`config.mk`:
```
export PLATFORM = sky130hd
export DESIGN_NAME = hlcp_relax
export DESIGN_NICKNAME = d
export VERILOG_FILES = /design/src/rtl/core/hlcp_pkg.sv /design/src/rtl/core/hlcp_relax.sv
export SDC_FILE = /design/constraint.sdc
export NUM_CORES = 1
export LEC_CHECK = 0
export BUFFER_PORTS_ARGS = -buffer_cell sky130_fd_sc_hd__buf_4
export CORE_MARGIN = 1.5
export CORE_UTILIZATION = 35
export DETAILED_ROUTE_END_ITERATION = 6
export GPL_ROUTABILITY_DRIVEN = 0
export SKIP_LAST_GASP = 1
export SLEW_MARGIN = 30
export SYNTH_ARGS = -nofsm -noshare
export SYNTH_HDL_FRONTEND = slang
export SYNTH_SLANG_ARGS = --single-unit
```
`constraint.sdc`:
```
create_clock -name clock -period 2.6 [get_ports clock]
set_clock_uncertainty 0.05 [all_clocks]
set_input_delay 0 -clock clock [delete_from_list [all_inputs] [get_ports clock]]
set_output_delay 0 -clock clock [all_outputs]
set_load 0.01 [all_outputs]
```
`src/rtl/core/hlcp_pkg.sv`:
```
// Shared types, constants and register codes for the hop-limited cheapest path core.
// No dependencies; compiled first.
`timescale 1ns / 1ps

package hlcp_pkg;

   // Field widths of the channel words and registers
   localparam int NODE_W     = 6;
   localparam int COUNT_W    = 7;
   localparam int PRICE_IN_W = 16;
   localparam int OUT_COST_W = 22;
   localparam int COST_W     = 23;
   localparam int STOPS_W    = 6;

   // Path cost encodings: all ones marks an unreached node
   localparam logic [COST_W-1:0] COST_INF = 23'h7FFFFF;
   localparam logic [COST_W-1:0] COST_SAT = 23'h3FFFFF;

   // Defaults for the top level parameters
   localparam int DEF_MAX_NODES  = 64;
   localparam int DEF_MAX_EDGES  = 256;
   localparam int DEF_PRICE_BITS = 16;

   // Configuration register indexes
   localparam int CSR_IDX_W  = 2;
   localparam int CSR_DATA_W = 7;
   localparam logic [CSR_IDX_W-1:0] CSR_NODE_COUNT = 2'd0;
   localparam logic [CSR_IDX_W-1:0] CSR_SOURCE     = 2'd1;
   localparam logic [CSR_IDX_W-1:0] CSR_DEST       = 2'd2;
   localparam logic [CSR_IDX_W-1:0] CSR_MAX_STOPS  = 2'd3;

   typedef enum logic [3:0] {
      ST_LOAD,
      ST_INIT,
      ST_COPY,
      ST_EDGE_RD,
      ST_EDGE_OP,
      ST_EDGE_ADD,
      ST_EDGE_WR,
      ST_ROUND_END,
      ST_DEST_RD,
      ST_FINISH
   } state_type;

   typedef struct packed {
      logic              en;
      logic [COST_W-1:0] base;
   } relax_req_type;

   typedef struct packed {
      logic              vld;
      logic [COST_W-1:0] cost;
   } relax_rsp_type;

endpackage

```
`src/rtl/core/hlcp_relax.sv`:
```
// Shared relaxation adder: base cost plus edge price, saturated and registered.
// Depends on hlcp_pkg.
`timescale 1ns / 1ps

module hlcp_relax #(
   parameter int PRICE_BITS = hlcp_pkg::DEF_PRICE_BITS
) (
   input  logic                    clock,
   input  logic                    reset,
   input  hlcp_pkg::relax_req_type req,
   input  logic [PRICE_BITS-1:0]   price,
   output hlcp_pkg::relax_rsp_type rsp
);
   import hlcp_pkg::*;

   localparam int SUM_W = ((PRICE_BITS > COST_W) ? PRICE_BITS : COST_W) + 1;

   logic [SUM_W-1:0]  sum;
   logic [COST_W-1:0] cost_in;
   logic [COST_W-1:0] cost_ff;
   logic              vld_ff;

   always_comb begin
      sum = SUM_W'(req.base) + SUM_W'(price);
      if (sum > SUM_W'(COST_SAT)) begin
         cost_in = COST_SAT;
      end else begin
         cost_in = sum[COST_W-1:0];
      end
   end

   always_ff @(posedge clock) begin
      if (reset) begin
         vld_ff <= 1'b0;
      end else begin
         vld_ff <= req.en;
      end
      cost_ff <= cost_in;
   end

   assign rsp.vld  = vld_ff;
   assign rsp.cost = cost_ff;

endmodule

```
==> results.py <==
metrics = {
    "floorplan": {
        "core_area_sq_mm": 0.004692,
        "dieArea_sq_mm": 0.005248,
        "start_util_pct": 35.97,
        "die_x_microns": 72.45,
        "rows": 25,
        "boundaryPins": 66,
        "die_h_microns": 72.45,
    },
    "setup_path": {
        "path_cells": "buf_4, ha_1, fa_1, a21o_1, a221o_1, and4_4, o311a_1, nor4_2, buf_4, or2b_1",
        "crit_buf_inv": 2,
        "cp_max_fo": 22,
        "path_delay_family": "compound AO/OA/AOI/OAI gates",
        "cpPeakStageDelay_ns": 0.41,
        "slowest_stage": "fa_1",
        "crit_top_cell": "buf_4",
        "arrival_ns": 2.46,
        "critPathRequiredTime_ns": 2.70,
        "crit_type": "primary input to register",
        "startpoint_type": "primary input",
        "worst_setup_path_end_kind": "register",
    },
    "clock_tree": {
        "cts_resized": 0,
        "cts_buffers": 3,
        "root_buffer": "clkbuf_8",
        "clkSlewWorstSetupHoldPaths_ns": 0.07,
        "cts_buffer_depth": 2,
        "cts_sinks": 24,
        "htreeDepth": 1,
        "cts_tree": "built",
    },
    "detailed_routing": {
        "ant_nets": 0,
        "drt-pass1-iter-count": 4,
        "drcViolationCount": 0,
        "viasPerCell": 5.273,
        "drt_wl_total_microns": 4234,
        "drtIter0Drc": 67,
        "num_vias": 1719,
        "post_drt_wl_per_cell_microns": 12.99,
    },
    "yosys": {
        "yosysMostFrequentCell": "nand2_1",
        "synth-seq-cells": 24,
        "syn_nets": 260,
        "netlist-cell-type-count": 47,
        "syn_inst": 201,
        "yosysSeqAreaShare_pct": 28.47,
        "yosysTopAreaCell": "dfxtp_1",
        "synth_warnings": 0,
        "yosysTopAreaCellShare_pct": 28.47,
        "avgSynthCellArea_sq_um": 8.397,
        "synth_area_leaders": "dfxtp_1 (28%), ha_1 (12%), nand2_1 (5.6%)",
        "synth_edf_count": 0,
        "ys.flop_type": "dfxtp_1",
        "async_flop_share_pct": 0,
        "synth_commonest_cells": "nand2_1 (25), dfxtp_1 (24), ha_1 (16)",
        "netlist_area_sq_mm": 0.001688,
    },
    "grt": {
        "grt_pass1_vias": 1575,
        "grt_first_pass_wirelength_microns": 7024,
        "track_usage_pct": 16.40,
        "grt_max_degree": 23,
        "antenna_found_initial": 0,
        "overflow": 0,
    },
    "place": {
        "detailed_place_hpwl_microns": 3456,
        "dpl_cell_area_sq_mm": 0.002228,
        "pre_cts_slack_ns": -0.02456,
        "port_buffers": 65,
        "placed_cells": 317,
    },
    "power_and_ir_drop": {
        "power_density_mw_per_mm2": 448.5,
        "ir_worst_vdd_mv": 0.1651,
        "total_power_mw": 1.045,
        "p_leak_nw": 1.084,
    },
    "final_layout": {
        "regArea_sq_um": 480.5,
        "fill_cells": 479,
        "fin_cells": 326,
        "multi_input_area_sq_mm": 0.001159,
        "num_antenna_cells": 0,
        "area_delta_synth_final_pct": 38.03,
        "drive_gt1_share_pct": 29.04,
        "fin_util_pct": 49.65,
        "nNetsFinal": 333,
        "postLayoutCellArea_sq_mm": 0.002330,
    },
    "hold_path": {
        "hold_path.class": "primary input to register",
        "hold_start": "req[20]",
        "hold_depth": 3,
        "hold_path_end": "cost_ff[20]",
    },
    "timing": {
        "whs_ns": 0.004952,
        "hold_viol": 0,
        "clock.fmax_mhz": 424.2,
        "grt_setup_unrepaired": "false",
        "setup_ws_ns": 0.2427,
        "finalSetupTns_ns": 0,
        "post-route-period-util_pct": 90.67,
        "fin_crit_ns": 2.357,
        "final_max_slew_viol_count": 0,
        "setup_viol": 0,
    },
    "status": {
        "outcome": "complete, no violations",
    },
    "job": {
        "cap_violations": 0,
    },
}
==> registers in the layout, indices dropped and copies added (netlist names) <==
register,count
cost_ff,23
vld_ff,1
==> how the worst max path moves through the flow <==
| stage | end | from | cells after the start |
|---|---|---|---|
| finish | cost_ff[0] | req[0] | 10 |
| global placement | cost_ff[13] | req[0] | 10 |
| floorplan | cost_ff[17] | req[0] | 9 |
| global route | cost_ff[0] | req[0] | 10 |
| CTS | cost_ff[0] | req[0] | 10 |
| detailed placement | cost_ff[0] | req[0] | 10 |
==> where the power goes <==
group	leakage [nW]	internal, mW	switching (mW)
sequential	0.199	0.408	0.0101
combinational	0.863	0.210	0.210
clock	0.0216	0.103	0.103
total	1.08	0.721	0.324
==> per-layer routing <==
layer / routed length [microns] / GRT usage [%] / part of all wire [%]
met1: 2003 / 23.17 / 47
met2: 1970 / 27.67 / 47
met3: 222 / 1.111 / 5.2
met4: 38 / 3.145 / 0.90
met5: 0 / 0 / 0
==> cell families after synthesis <==
logic type	after synthesis	share of synthesized area (%)
AOI/OAI and AO/OA	62	23.94
xor gates and xnor gates	15	7.784
adders and majority gates	17	13.05
buffers and inverters	8	2.890
DFF	24	28.47
other	1	0.2222
and+or+nand+nor	74	23.65
==> layout make-up <==
cell class                      instances  area share (%)
Multi-Input combinational cell        169           49.73
Timing Repair Buffer                   75           24.81
Sequential cell                        24           20.62
Tap cell                               54           2.900
Clock buffer                            3           1.772
Inverter                                1          0.1611
==> timing repair <==
action / 4_1_cts / 5_1_grt
endpoints found under the setup margin: 0 / 0
buffers inserted: 0 / 0
hold buffers: 6 / 0
endpoints found under the hold margin: 5 / 0
==> placed cells by master (no fill, tap or decap), drive strengths merged, types with 4 or more instances in the layout <==
cell / count
nand2: 25
a31oi: 6
buf: 69
and3: 6
xnor2: 8
dfxtp: 24
ha: 16
nand4: 8
dlygate4sd3: 6
a21o: 10
xor2: 7
nor2: 11
a21oi: 15
and2: 4
o21ai: 13
(Power assumes the default switching activity.)
